<file path="config.mk">
export PLATFORM = sky130hd
export DESIGN_NAME = bitmap_block_allocator_unit
export DESIGN_NICKNAME = d
export VERILOG_FILES = /design/src/hdl/bba_pkg.sv /design/src/hdl/bba_ram.sv /design/src/hdl/bitmap_block_allocator_unit.sv
export SDC_FILE = /design/constraint.sdc
export NUM_CORES = 1
export LEC_CHECK = 0
export ABC_CLOCK_PERIOD_IN_PS = 8900
export BUFFER_PORTS_ARGS = -buffer_cell sky130_fd_sc_hd__buf_4
export CAP_MARGIN = 20
export CORE_UTILIZATION = 32
export DETAILED_ROUTE_END_ITERATION = 12
export SLEW_MARGIN = 20
export SYNTH_ARGS = -nofsm -noshare
export SYNTH_HDL_FRONTEND = slang
export SYNTH_SLANG_ARGS = --single-unit
</file>
<file path="constraint.sdc">
create_clock -name clk -period 8.9 [get_ports clk]
set_clock_uncertainty 0.1 [all_clocks]
set_input_delay 0.89 -clock clk [delete_from_list [all_inputs] [get_ports clk]]
set_output_delay 0.89 -clock clk [all_outputs]
set_load 0.03 [all_outputs]
</file>
<file path="src/hdl/bba_pkg.sv">
// Shared types, codes and a helper function for the bitmap block allocator.
package bba_pkg;

	// The usage map is held as words of this many bits.
	localparam int WORD_BITS = 32;
	localparam int WORD_SEL  = $clog2(WORD_BITS);

	// Request codes.
	localparam logic [1:0] OP_ALLOC  = 2'd0;
	localparam logic [1:0] OP_FREE   = 2'd1;
	localparam logic [1:0] OP_FORMAT = 2'd2;

	// Response codes.
	localparam logic [1:0] ST_OK       = 2'd0;
	localparam logic [1:0] ST_FULL     = 2'd1;
	localparam logic [1:0] ST_NOT_USED = 2'd2;

	typedef enum logic [4:0] {
		S_CLEAR    = 5'b00001,
		S_IDLE     = 5'b00010,
		S_SCAN     = 5'b00100,
		S_FREE_CHK = 5'b01000,
		S_DONE     = 5'b10000
	} bba_state_t;

	// Position of the lowest clear bit of a map word.
	function automatic logic [WORD_SEL-1:0] lowest_zero(input logic [WORD_BITS-1:0] w);
		logic [WORD_SEL-1:0] r;
		r = '0;
		for (int i = WORD_BITS - 1; i >= 0; i--) begin
			if (!w[i]) begin
				r = WORD_SEL'(i);
			end
		end
		return r;
	endfunction

endpackage

</file>
<file path="src/hdl/bba_ram.sv">
// Generic simple dual-port RAM with one write port and a registered read port.
module bba_ram #(
	parameter int WIDTH = 32,
	parameter int DEPTH = 32
) (
	input  logic                                     clk,
	input  logic                                     we,
	input  logic [((DEPTH > 1) ? $clog2(DEPTH) : 1)-1:0] waddr,
	input  logic [WIDTH-1:0]                         wdata,
	input  logic [((DEPTH > 1) ? $clog2(DEPTH) : 1)-1:0] raddr,
	output logic [WIDTH-1:0]                         rdata
);

	logic [WIDTH-1:0] mem_q [DEPTH];

	always_ff @(posedge clk) begin
		if (we) begin
			mem_q[waddr] <= wdata;
		end
		rdata <= mem_q[raddr];
	end

endmodule

</file>
<file path="src/hdl/bitmap_block_allocator_unit.sv">
// Top level of the first-fit bitmap block allocator.
//
// Usage: one request word enters on operation/block_index with in_valid and
// in_ready; one response word leaves on status/granted_block/used_count with
// out_valid and out_ready. Every request gives exactly one response.
// The usage map lives in a RAM of 32-bit words (BLOCKS/32 words, rounded up).
// Allocation scans that RAM one word per cycle through a single compare and
// priority-encode unit, stopping at the first word that holds a free block.
// A free request reads its word, tests and writes it back, then responds. A
// format request rewrites every word, one per cycle. Allocation on a full map
// answers without a scan, because the used-block count tells at once that no
// bit is clear.
// The block takes one request at a time: in_ready is high only while it is
// idle. The response sits in an output register, so a new request is taken
// while an earlier response still waits; if the receiver stalls for longer,
// the block holds its next finished response until the register frees up.
// After reset the block runs the same clearing pass as format, with in_ready
// low, leaving block zero used and a count of one.
module bitmap_block_allocator_unit
	import bba_pkg::*;
#(
	parameter int BLOCKS = 1024
) (
	input  logic        clk,
	input  logic        arst_n,
	input  logic        in_valid,
	output logic        in_ready,
	input  logic [1:0]  operation,
	input  logic [9:0]  block_index,
	output logic        out_valid,
	input  logic        out_ready,
	output logic [1:0]  status,
	output logic [9:0]  granted_block,
	output logic [10:0] used_count
);

	localparam int WORDS     = (BLOCKS + WORD_BITS - 1) / WORD_BITS;
	localparam int AW        = (WORDS > 1) ? $clog2(WORDS) : 1;
	localparam int CW        = $clog2(BLOCKS + 1);
	localparam int LAST_BITS = BLOCKS - (WORDS - 1) * WORD_BITS;
	localparam logic [AW-1:0] LAST_WORD  = AW'(WORDS - 1);
	localparam logic [AW-1:0] FIRST_NEXT = (WORDS > 1) ? AW'(1) : AW'(0);

	bba_state_t state_q;

	logic [AW-1:0]        clr_ptr_q;
	logic                 clr_resp_q;
	logic [AW-1:0]        rd_ptr_q;
	logic [AW-1:0]        ev_ptr_s1;
	logic [AW-1:0]        idx_word_q;
	logic [WORD_SEL-1:0]  idx_bit_q;
	logic [CW-1:0]        count_q;
	logic [1:0]           res_status_q;
	logic [9:0]           res_block_q;

	logic [1:0]           out_status_q;
	logic [9:0]           out_block_q;
	logic [10:0]          out_count_q;
	logic                 out_valid_q;

	logic                 ram_we;
	logic [AW-1:0]        ram_waddr;
	logic [WORD_BITS-1:0] ram_wdata;
	logic [AW-1:0]        ram_raddr;
	logic [WORD_BITS-1:0] ram_rdata;

	logic [31:0]          idx_ext;
	logic [AW-1:0]        idx_word;
	logic                 in_range;
	logic [WORD_BITS-1:0] pad;
	logic [WORD_BITS-1:0] scan_word;
	logic                 scan_hit;
	logic [WORD_SEL-1:0]  scan_bit;
	logic [31:0]          grant_ext;
	logic [31:0]          count_ext;
	logic                 map_full;
	logic                 accept;
	logic                 out_load;

	assign accept   = in_valid && in_ready;
	assign in_ready = (state_q == S_IDLE);
	assign out_load = (state_q == S_DONE) && (!out_valid_q || out_ready);

	// Word and bit of the block named by a free request.
	assign idx_ext  = 32'(block_index);
	assign idx_word = idx_ext[WORD_SEL +: AW];
	assign in_range = idx_ext < 32'(BLOCKS);
	assign map_full = (count_q == CW'(BLOCKS));

	// Bits past the last block in the last word count as used, so the scan
	// never hands them out.
	always_comb begin
		for (int b = 0; b < WORD_BITS; b++) begin
			pad[b] = (ev_ptr_s1 == LAST_WORD) && (b >= LAST_BITS);
		end
	end

	// The shared scan unit: one map word is tested per cycle.
	assign scan_word = ram_rdata | pad;
	assign scan_hit  = ~&scan_word;
	assign scan_bit  = lowest_zero(scan_word);
	assign grant_ext = 32'({ev_ptr_s1, scan_bit});
	assign count_ext = 32'(count_q);

	// Map RAM port control.
	always_comb begin
		ram_we    = 1'b0;
		ram_waddr = ev_ptr_s1;
		ram_wdata = ram_rdata | (WORD_BITS'(1) << scan_bit);
		ram_raddr = (operation == OP_FREE) ? idx_word : AW'(0);
		case (state_q)
			S_CLEAR: begin
				ram_we    = 1'b1;
				ram_waddr = clr_ptr_q;
				ram_wdata = (clr_ptr_q == AW'(0)) ? WORD_BITS'(1) : '0;
			end
			S_SCAN: begin
				ram_we    = scan_hit;
				ram_raddr = rd_ptr_q;
			end
			S_FREE_CHK: begin
				ram_we    = ram_rdata[idx_bit_q];
				ram_waddr = idx_word_q;
				ram_wdata = ram_rdata & ~(WORD_BITS'(1) << idx_bit_q);
			end
			default: begin
			end
		endcase
	end

	bba_ram #(
		.WIDTH(WORD_BITS),
		.DEPTH(WORDS)
	) u_map (
		.clk  (clk),
		.we   (ram_we),
		.waddr(ram_waddr),
		.wdata(ram_wdata),
		.raddr(ram_raddr),
		.rdata(ram_rdata)
	);

	// Request sequencer.
	always_ff @(posedge clk or negedge arst_n) begin
		if (!arst_n) begin
			state_q    <= S_CLEAR;
			clr_ptr_q  <= '0;
			clr_resp_q <= 1'b0;
			count_q    <= CW'(1);
			rd_ptr_q   <= '0;
			ev_ptr_s1  <= '0;
		end else begin
			case (state_q)
				S_CLEAR: begin
					if (clr_ptr_q == LAST_WORD) begin
						count_q <= CW'(1);
						state_q <= clr_resp_q ? S_DONE : S_IDLE;
					end else begin
						clr_ptr_q <= clr_ptr_q + AW'(1);
					end
				end
				S_IDLE: begin
					if (accept) begin
						case (operation)
							OP_ALLOC: begin
								if (map_full) begin
									state_q <= S_DONE;
								end else begin
									rd_ptr_q  <= FIRST_NEXT;
									ev_ptr_s1 <= '0;
									state_q   <= S_SCAN;
								end
							end
							OP_FREE: begin
								state_q <= in_range ? S_FREE_CHK : S_DONE;
							end
							OP_FORMAT: begin
								clr_ptr_q  <= '0;
								clr_resp_q <= 1'b1;
								state_q    <= S_CLEAR;
							end
							default: begin
								state_q <= S_DONE;
							end
						endcase
					end
				end
				S_SCAN: begin
					if (scan_hit) begin
						count_q <= count_q + CW'(1);
						state_q <= S_DONE;
					end else begin
						ev_ptr_s1 <= rd_ptr_q;
						rd_ptr_q  <= (rd_ptr_q == LAST_WORD) ? rd_ptr_q : rd_ptr_q + AW'(1);
					end
				end
				S_FREE_CHK: begin
					if (ram_rdata[idx_bit_q] && (count_q != '0)) begin
						count_q <= count_q - CW'(1);
					end
					state_q <= S_DONE;
				end
				S_DONE: begin
					if (out_load) begin
						clr_resp_q <= 1'b0;
						state_q    <= S_IDLE;
					end
				end
				default: begin
					state_q <= S_IDLE;
				end
			endcase
		end
	end

	// Response fields, settled before the block reaches its response step.
	always_ff @(posedge clk) begin
		case (state_q)
			S_CLEAR: begin
				res_status_q <= ST_OK;
				res_block_q  <= '0;
			end
			S_IDLE: begin
				idx_word_q   <= idx_word;
				idx_bit_q    <= idx_ext[WORD_SEL-1:0];
				res_block_q  <= '0;
				res_status_q <= ST_OK;
				if (operation == OP_ALLOC && map_full) begin
					res_status_q <= ST_FULL;
				end else if (operation == OP_FREE && !in_range) begin
					res_status_q <= ST_NOT_USED;
				end
			end
			S_SCAN: begin
				res_block_q <= grant_ext[9:0];
			end
			S_FREE_CHK: begin
				res_status_q <= ram_rdata[idx_bit_q] ? ST_OK : ST_NOT_USED;
			end
			default: begin
			end
		endcase
	end

	// Output register.
	always_ff @(posedge clk or negedge arst_n) begin
		if (!arst_n) begin
			out_valid_q <= 1'b0;
		end else if (out_load) begin
			out_valid_q <= 1'b1;
		end else if (out_ready) begin
			out_valid_q <= 1'b0;
		end
	end

	always_ff @(posedge clk) begin
		if (out_load) begin
			out_status_q <= res_status_q;
			out_block_q  <= res_block_q;
			out_count_q  <= count_ext[10:0];
		end
	end

	assign out_valid     = out_valid_q;
	assign status        = out_status_q;
	assign granted_block = out_block_q;
	assign used_count    = out_count_q;

endmodule

</file>
==> results_dict.tcl, run 1 <==
set metrics [dict create \
    place_hpwl_um 65000 \
    seqCellArea_um2 33600 \
    antennaDiodeCount 0 \
    h-tree-depth 3 \
    drv_slew 0 \
    worst-path-stages 8 \
    finalSetupViolCount 0 \
    synth_ff_type "edfxtp_1" \
    cts_num_sinks 1134 \
    seq_area_frac_synth_pct 75.3 \
    initial_core_util_pct 32.3 \
    clock_latency_ns 0.70 \
    cap_violations 0 \
    grt_pass1_wl_um 169000 \
    die-height_um 375 \
    hold_buffers 0 \
    required_ns 9.15 \
    drtPass1Iterations 6 \
    rr_worst_depth 8 \
    startpoint_type "flop" \
    slew_headroom_pct 26.4 \
    fill_cells 12700 \
    ys_warn_count 0 \
    grt_remaining_overflow 0 \
    track_usage_pct 16.1 \
    synth_top_area_cell "edfxtp_1" \
    antenna_found_initial 1 \
    grt_pass1_vias 24700 \
    slowest_delay_ns 0.98 \
    syn2layout_area_growth_pct 15.9 \
    synth_common_cells "edfxtp_1 (1069), nand2_1 (572), nand3_1 (216), mux4_2 (114), nand4_1 (112)" \
    syn_area_per_cell_um2 15.8 \
    arrival_ns 4.89 \
    cts_max_path_buffers 3 \
    synthCells 2829 \
    dieArea_um2 141000 \
    grt_max_degree 162 \
    cp_max_fo 22 \
    synth_nets 2860 \
    hold_class "in -> async" \
    wl_per_cell_um 24.1 \
    stdcell_count 4811 \
    critPathKind "reg -> reg" \
    rows 136 \
    clk_pin_slew_ns 0.06 \
    fin_crit_ns 4.64 \
    cts_tree "built" \
    synth_seq_cells 1134 \
    synth.distinct_cells 65 \
    hold_viol 0 \
    crit_family "simple AND/OR/NAND/NOR gates" \
    synth_most_common_cell "edfxtp_1" \
    multiInputGateArea_um2 10900 \
    post_drt_via_cell_ratio 5.34 \
    syn_area_um2 44600 \
    tns_ns 0 \
    status "finished clean" \
    placed_cells 4599 \
    yosys-top-cells-area "edfxtp_1 (72%), mux4_2 (5.8%), nand2_1 (4.8%)" \
    fmax_mhz 215 \
    wirelength_um 116000 \
    critPathBufInv 2 \
    powerDensity_nw_per_um2 263 \
    slowest_stage "nor2_4" \
    io_buffer_count 40 \
    first_iter_violations 3039 \
    min_period_over_period_pct 52.1 \
    fp.dieW_um 375 \
    yosys.area.top_type_share_pct 72.0 \
    post_cts_buffers 0 \
    pin_count 41 \
    ant_nets 0 \
    p_leak_nw 16.5 \
    tightest_slew_ns 1.10 \
    setup.worst_path.end_class "flop" \
    final_nets 2951 \
    synth_edf_count 1069 \
    vias 25700 \
    cp_cell_sequence "nor2_1, nand3_1, inv_1, nor2_1, a21oi_1, nand3_1, nor2_4, buf_4" \
    gp_congestion 0.881 \
    vdd_drop_max_v 0.000147 \
    async_flop_share_pct 2.91 \
    core_um2 138000 \
    cts_made_buffers 111 \
    route.detailed.drc 0 \
    rsz0062_at_grt "false" \
    drive_above_1_share_pct 16.6 \
    clockRootBuffer "clkbuf_16" \
    post_cts_resize_count 0 \
]
==> through the flow <==
step,hold WS [ns],instance area (um^2),power [mW],setup WS (ns),util (%)
final,0.0654,51600,13.6,4.26,37.5
after global routing,0.0727,51600,14.0,3.98,37.5
after CTS,0.0434,51600,13.7,4.25,37.4
after detailed placement,0.305,47900,8.95,4.06,34.7
after global placement,0.302,47800,8.93,4.02,34.7
after floorplan,0.300,44600,8.01,5.00,-
==> worst paths after layout <==
check	startpoint	endpoint	slack, ns
min in group clk	block_index[4]	idx_bit_q[4]$_DFFE_PP_	0.30
max reg2reg	state_q[1]$_DFFE_PN0P_	u_map.mem_q[2][11]$_DFFE_PP_	4.26
max in group asynchronous	arst_n	state_q[0]$_DFFE_PN1P_	8.28
max	state_q[1]$_DFFE_PN0P_	u_map.mem_q[2][11]$_DFFE_PP_	4.26
min reg2reg	res_status_q[1]$_DFFE_PP_	status[1]$_DFFE_PP_	0.32
min	arst_n	rd_ptr_q[1]$_DFFE_PN0P_	0.07
==> worst reg2reg max path, delay by kind of cell (launching register included) <==
family                 cells  cell delay (ns)
DFF                        1             0.45
and+or+nand+nor            5             2.29
buffers and inverters      2             1.15
AOI/OAI and AO/OA          1             0.30
==> layout make-up <==
class | instances | share of cell area, %
inverter | 27 | 0.196
sequential | 1134 | 65.0
multi-input combinational | 1512 | 21.0
clock buffer | 158 | 6.11
tap | 1794 | 4.35
clock inverter | 52 | 1.11
timing repair buffer | 134 | 2.19
==> cells in the final DEF, fill, tap and decap left out, drive strengths merged, types with 14 or more instances in the layout <==
cell	n
mux4	132
dfrtp	31
ha	14
inv	30
nand3	216
a22oi	71
a21oi	16
nor2	86
dfxtp	32
o31ai	39
a31oi	75
o211ai	34
nand2	572
nand4	112
buf	134
clkbuf	158
clkinv	36
o21ai	30
edfxtp	1069
==> logic make-up (layout without fill, tap and decap cells) <==
kind of cell | after synthesis | count (layout) | share of synthesized area, %
flops | 1134 | 1134 | 75.3
simple gates | 1046 | 1046 | 10.4
compound gates | 296 | 296 | 4.58
buf+inv | 183 | 371 | 1.90
mux | 142 | 142 | 7.05
fa+ha+maj | 15 | 15 | 0.438
xor+xnor | 13 | 13 | 0.255
==> state kept, by name, indices dropped and copies added (netlist names) <==
name,cells
used_count,11
ev_ptr_s1,5
granted_block,10
res_status_q,2
count_q,11
res_block_q,10
u_map.mem_q,1024
rd_ptr_q,5
clr_ptr_q,5
idx_bit_q,5
status,2
state_q,5
out_valid,1
u_map.rdata,32
idx_word_q,5
clr_resp_q,1
==> power by group <==
| part | switching [mW] | internal, mW | leakage [nW] |
|---|---|---|---|
| logic | 1.44 | 0.556 | 4.29 |
| registers | 0.253 | 6.61 | 10.4 |
| clock network | 2.01 | 2.74 | 1.81 |
| total | 3.70 | 9.91 | 16.5 |
==> per-layer routing <==
layer / share of wire [%] / wire length (um) / track usage (%) / vias to the layer above
met2: 46 / 52900 / 24.9 / 1072
met4: 2.7 / 3130 / 4.61 / 2
met1: 44 / 50900 / 23.5 / 13200
li1: - / - / - / 11200
met3: 7.7 / 8870 / 2.68 / 182
met5: 0.011 / 13 / 0 / -
(Power assumes the default switching activity.)
==> run 2, diff against run 1 <==
--- a/config.mk
+++ b/config.mk
@@ -5,7 +5,8 @@
 export SDC_FILE = /design/constraint.sdc
 export NUM_CORES = 1
 export LEC_CHECK = 0
-export ABC_CLOCK_PERIOD_IN_PS = 8900
+export ABC_AREA = 1
+export ABC_CLOCK_PERIOD_IN_PS = 4700
 export BUFFER_PORTS_ARGS = -buffer_cell sky130_fd_sc_hd__buf_4
 export CAP_MARGIN = 20
 export CORE_UTILIZATION = 32
==> constraint.sdc (replaced) <==
create_clock -name clk -period 4.7 [get_ports clk]
set_clock_uncertainty 0.1 [all_clocks]
set_input_delay 0.47 -clock clk [delete_from_list [all_inputs] [get_ports clk]]
set_output_delay 0.47 -clock clk [all_outputs]
set_load 0.03 [all_outputs]
==> run 2 against run 1 <==
Maximum frequency increased by 17%. First-iteration DRC count rose by 20%. Setup slack got worse by 3.5 ns. Sequential share of layout area is 1.9 points lower. Design area rose by 3.0%. Sequential power increased by 94%. Non-clock buffer count up 91. Sequential cell count is the same. Register-to-register slack got worse by 3.5 ns. Critical endpoint is now u_map.rdata[26]$_DFF_P_. Largest power group unchanged.
==> results_dict.tcl, run 2 <==
set metrics [dict create \
    status "finished clean" \
    largest_register "u_map.mem_q" \
    cp_max_fo 76 \
    critPathKind "reg -> reg" \
    synthMuxAreaShare_pct 0 \
    finalSetupViolCount 0 \
    clock_latency_ns 0.71 \
    io_buffer_count 40 \
    fin_util_pct 38.0 \
    post_cts_resize_count 0 \
    cap_violations 0 \
    cts_max_path_buffers 3 \
    min_period_over_period_pct 84.6 \
    layout_common_cells "edfxtp_1 (1069), nor2_1 (575), o21ai_0 (501)" \
    rsz0062_at_grt "false" \
    place_hpwl_um 75100 \
    synthCells 3424 \
    cp_cell_sequence "nor2_1, nand4_1, buf_4, inv_2, o21ai_4, inv_8, buf_12, buf_4, o21ai_0, o22ai_1, o211a_1, a311oi_1, a31oi_1, buf_4" \
    power_frac_comb_pct 18.3 \
    rows 137 \
    fill_cells 13100 \
    synth_ff_type "edfxtp_1" \
    yosys.area.top_type_share_pct 70.9 \
    final_area_um2 53200 \
    cts_num_sinks 1134 \
    swShare_pct 29.3 \
    synth-simple-area-share_pct 8.55 \
    powerDensity_nw_per_um2 521 \
    cts_tree "built" \
    switchingPower_mw 8.12 \
    ys_warn_count 0 \
    vias 30300 \
    synth_xor_xnor_area_share_pct 0.193 \
    timing.rr.start "state_q[0]$_DFFE_PN1P_" \
    grt_pass1_wl_um 194000 \
    wirelength_um 133000 \
    seq_area_frac_synth_pct 74.1 \
    synth_common_cells "edfxtp_1 (1069), nor2_1 (609), o21ai_0 (501), o221ai_1 (228), clkbuf_1 (206)" \
    hold_class "in -> async" \
    initial_core_util_pct 32.4 \
    cts_made_buffers 114 \
    grt_max_degree 141 \
    final_nets 3558 \
    clkPwrFrac_pct 33.8 \
    r2r_end "u_map.rdata[26]$_DFF_P_" \
    drv_slew 0 \
    clk_pin_slew_ns 0.07 \
    hold_viol 0 \
    syn2layout_area_growth_pct 17.5 \
    synthAdderAreaFrac_pct 0.431 \
    clockRootBuffer "clkbuf_16" \
    track_usage_pct 18.2 \
    seqPwrFrac_pct 47.8 \
    drtPass1Iterations 8 \
    post_cts_buffers 0 \
    slew_headroom_pct 46.0 \
    path_common_cell "buf_4" \
    p_leak_nw 17.2 \
    synth_top_area_cell "edfxtp_1" \
    syn_area_per_cell_um2 13.2 \
    hold_buffers 15 \
    placed_cells 5272 \
    synth.distinct_cells 43 \
    antennaDiodeCount 0 \
    syn_area_um2 45300 \
    first_iter_violations 3650 \
    layout_commonest_cell "edfxtp_1" \
    drive_above_1_share_pct 13.2 \
    fin_crit_ns 3.98 \
    synth_compound_area_share_pct 13.9 \
    fp.dieW_um 378 \
    vdd_drop_max_v 0.000293 \
    post_drt_via_cell_ratio 5.50 \
    synth_edf_count 1069 \
    setup.worst_path.end_class "flop" \
    synth_top_family_by_area "compound AO/OA/AOI/OAI gates" \
    dieArea_um2 143000 \
    die-height_um 378 \
    startpoint_type "flop" \
    gp_congestion 0.962 \
    pin_count 41 \
    reg_top3 "u_map.mem_q x1024, u_map.rdata x32" \
    slowest_delay_ns 0.61 \
    async_flop_share_pct 2.91 \
    fmax_mhz 252 \
    synth_seq_cells 1134 \
    arrival_ns 4.48 \
    stdcell_count 5501 \
    placed_cell_area_um2 49100 \
    grt_pass1_vias 28800 \
    synth_most_common_cell "edfxtp_1" \
    slowest_stage "a311oi_1" \
    yosys-top-cells-area "edfxtp_1 (71%), o21ai_0 (5.5%), nor2_1 (5.0%)" \
    tightest_slew_ns 0.810 \
    rr_worst_depth 14 \
    h-tree-depth 3 \
    hold_slack_ns 0.173 \
    ant_nets 0 \
    antenna_found_initial 1 \
    wl_per_cell_um 24.1 \
    core_um2 140000 \
    p_int_mw 19.6 \
    tns_ns 0 \
    required_ns 5.21 \
    r2r_setup_slack_ns 0.72 \
    grt_remaining_overflow 0 \
    route.detailed.drc 0 \
    largest_reg_flops 1024 \
    synth_nets 3455 \
]
-- run 2: cell count changes after synthesis, moves of 31 or more --
cell      previous run  this run
a22oi_1             71         3
a311oi_1             2        33
clkbuf_1            84       206
inv_1               27        70
mux4_2             114         0
nand2_1            572       147
nand3_1            216       115
nand4_1            112        27
nor2_1              86       609
o21ai_0             27       501
o21ai_1              3        57
o221ai_1             2       228
o22ai_1              2        43
-- run 2: metal layers --
metal  global-route usage (%)  vias up  share of wire, %
met3                     2.80      194               8.1
li1                         -    13300                 -
met4                     6.10        0               2.9
met1                     25.5    15400                43
met5                        0        -                 0
met2                     28.8     1371                46
-- run 2: critical path, delay by kind of cell (launching register included) --
kind                   cells  cell delay, ns
buffers and inverters      6            1.36
AOI/OAI and AO/OA          6            1.49
and+or+nand+nor            2            0.36
DFF                        1            0.55
-- run 2: worst max path at each step --
stage                                  startpoint                           end  slack (ns)  cells after the start
after floorplan            state_q[2]$_DFFE_PN0P_       rd_ptr_q[2]$_DFFE_PN0P_        0.71                      8
after global placement    u_map.rdata[31]$_DFF_P_  u_map.mem_q[19][3]$_DFFE_PP_        0.77                     34
after detailed placement   state_q[0]$_DFFE_PN1P_       u_map.rdata[26]$_DFF_P_        0.81                     14
after CTS                  state_q[0]$_DFFE_PN1P_       u_map.rdata[26]$_DFF_P_        0.81                     14
after global routing      u_map.rdata[31]$_DFF_P_  u_map.mem_q[28][3]$_DFFE_PP_        0.51                     34
final                      state_q[0]$_DFFE_PN1P_       u_map.rdata[26]$_DFF_P_        0.72                     14
-- run 2: metrics by stage --
step	setup WS, ns	power, mW
3_3_place_gp	0.775	18.4
2_1_floorplan	0.715	16.1
5_1_grt	0.507	28.7
3_5_place_dp	0.812	18.5
6_report	0.724	27.7
4_1_cts	0.806	27.8
-- run 2: area by class of cell --
type                            instances  area [um^2]  area share [%]
Clock buffer                          157         3270            6.14
Clock inverter                         57          642            1.21
Inverter                               92          362           0.680
Multi-Input combinational cell       1960        10900            20.4
Sequential cell                      1134        33600            63.1
Tap cell                             1876         2350            4.41
Timing Repair Buffer                  225         2140            4.02
-- run 2: cells by family (layout without fill, tap and decap cells) --
logic type | Yosys count | in the layout
AO/OA/AOI/OAI | 995 | 995
XOR/XNOR | 10 | 10
adder cells (fa/ha/maj) | 15 | 15
buffers and inverters | 330 | 531
flip-flops | 1134 | 1134
AND/OR/NAND/NOR | 940 | 940
-- run 2: power groups by stage --
stage | logic [mW] | clock network [mW] | registers [mW]
after global routing | 5.51 | 9.87 | 13.3
after detailed placement | 5.04 | 0 | 13.4
after global placement | 4.97 | 0 | 13.4
after floorplan | 2.78 | 0 | 13.3
final | 5.08 | 9.38 | 13.3
after CTS | 5.06 | 9.48 | 13.2
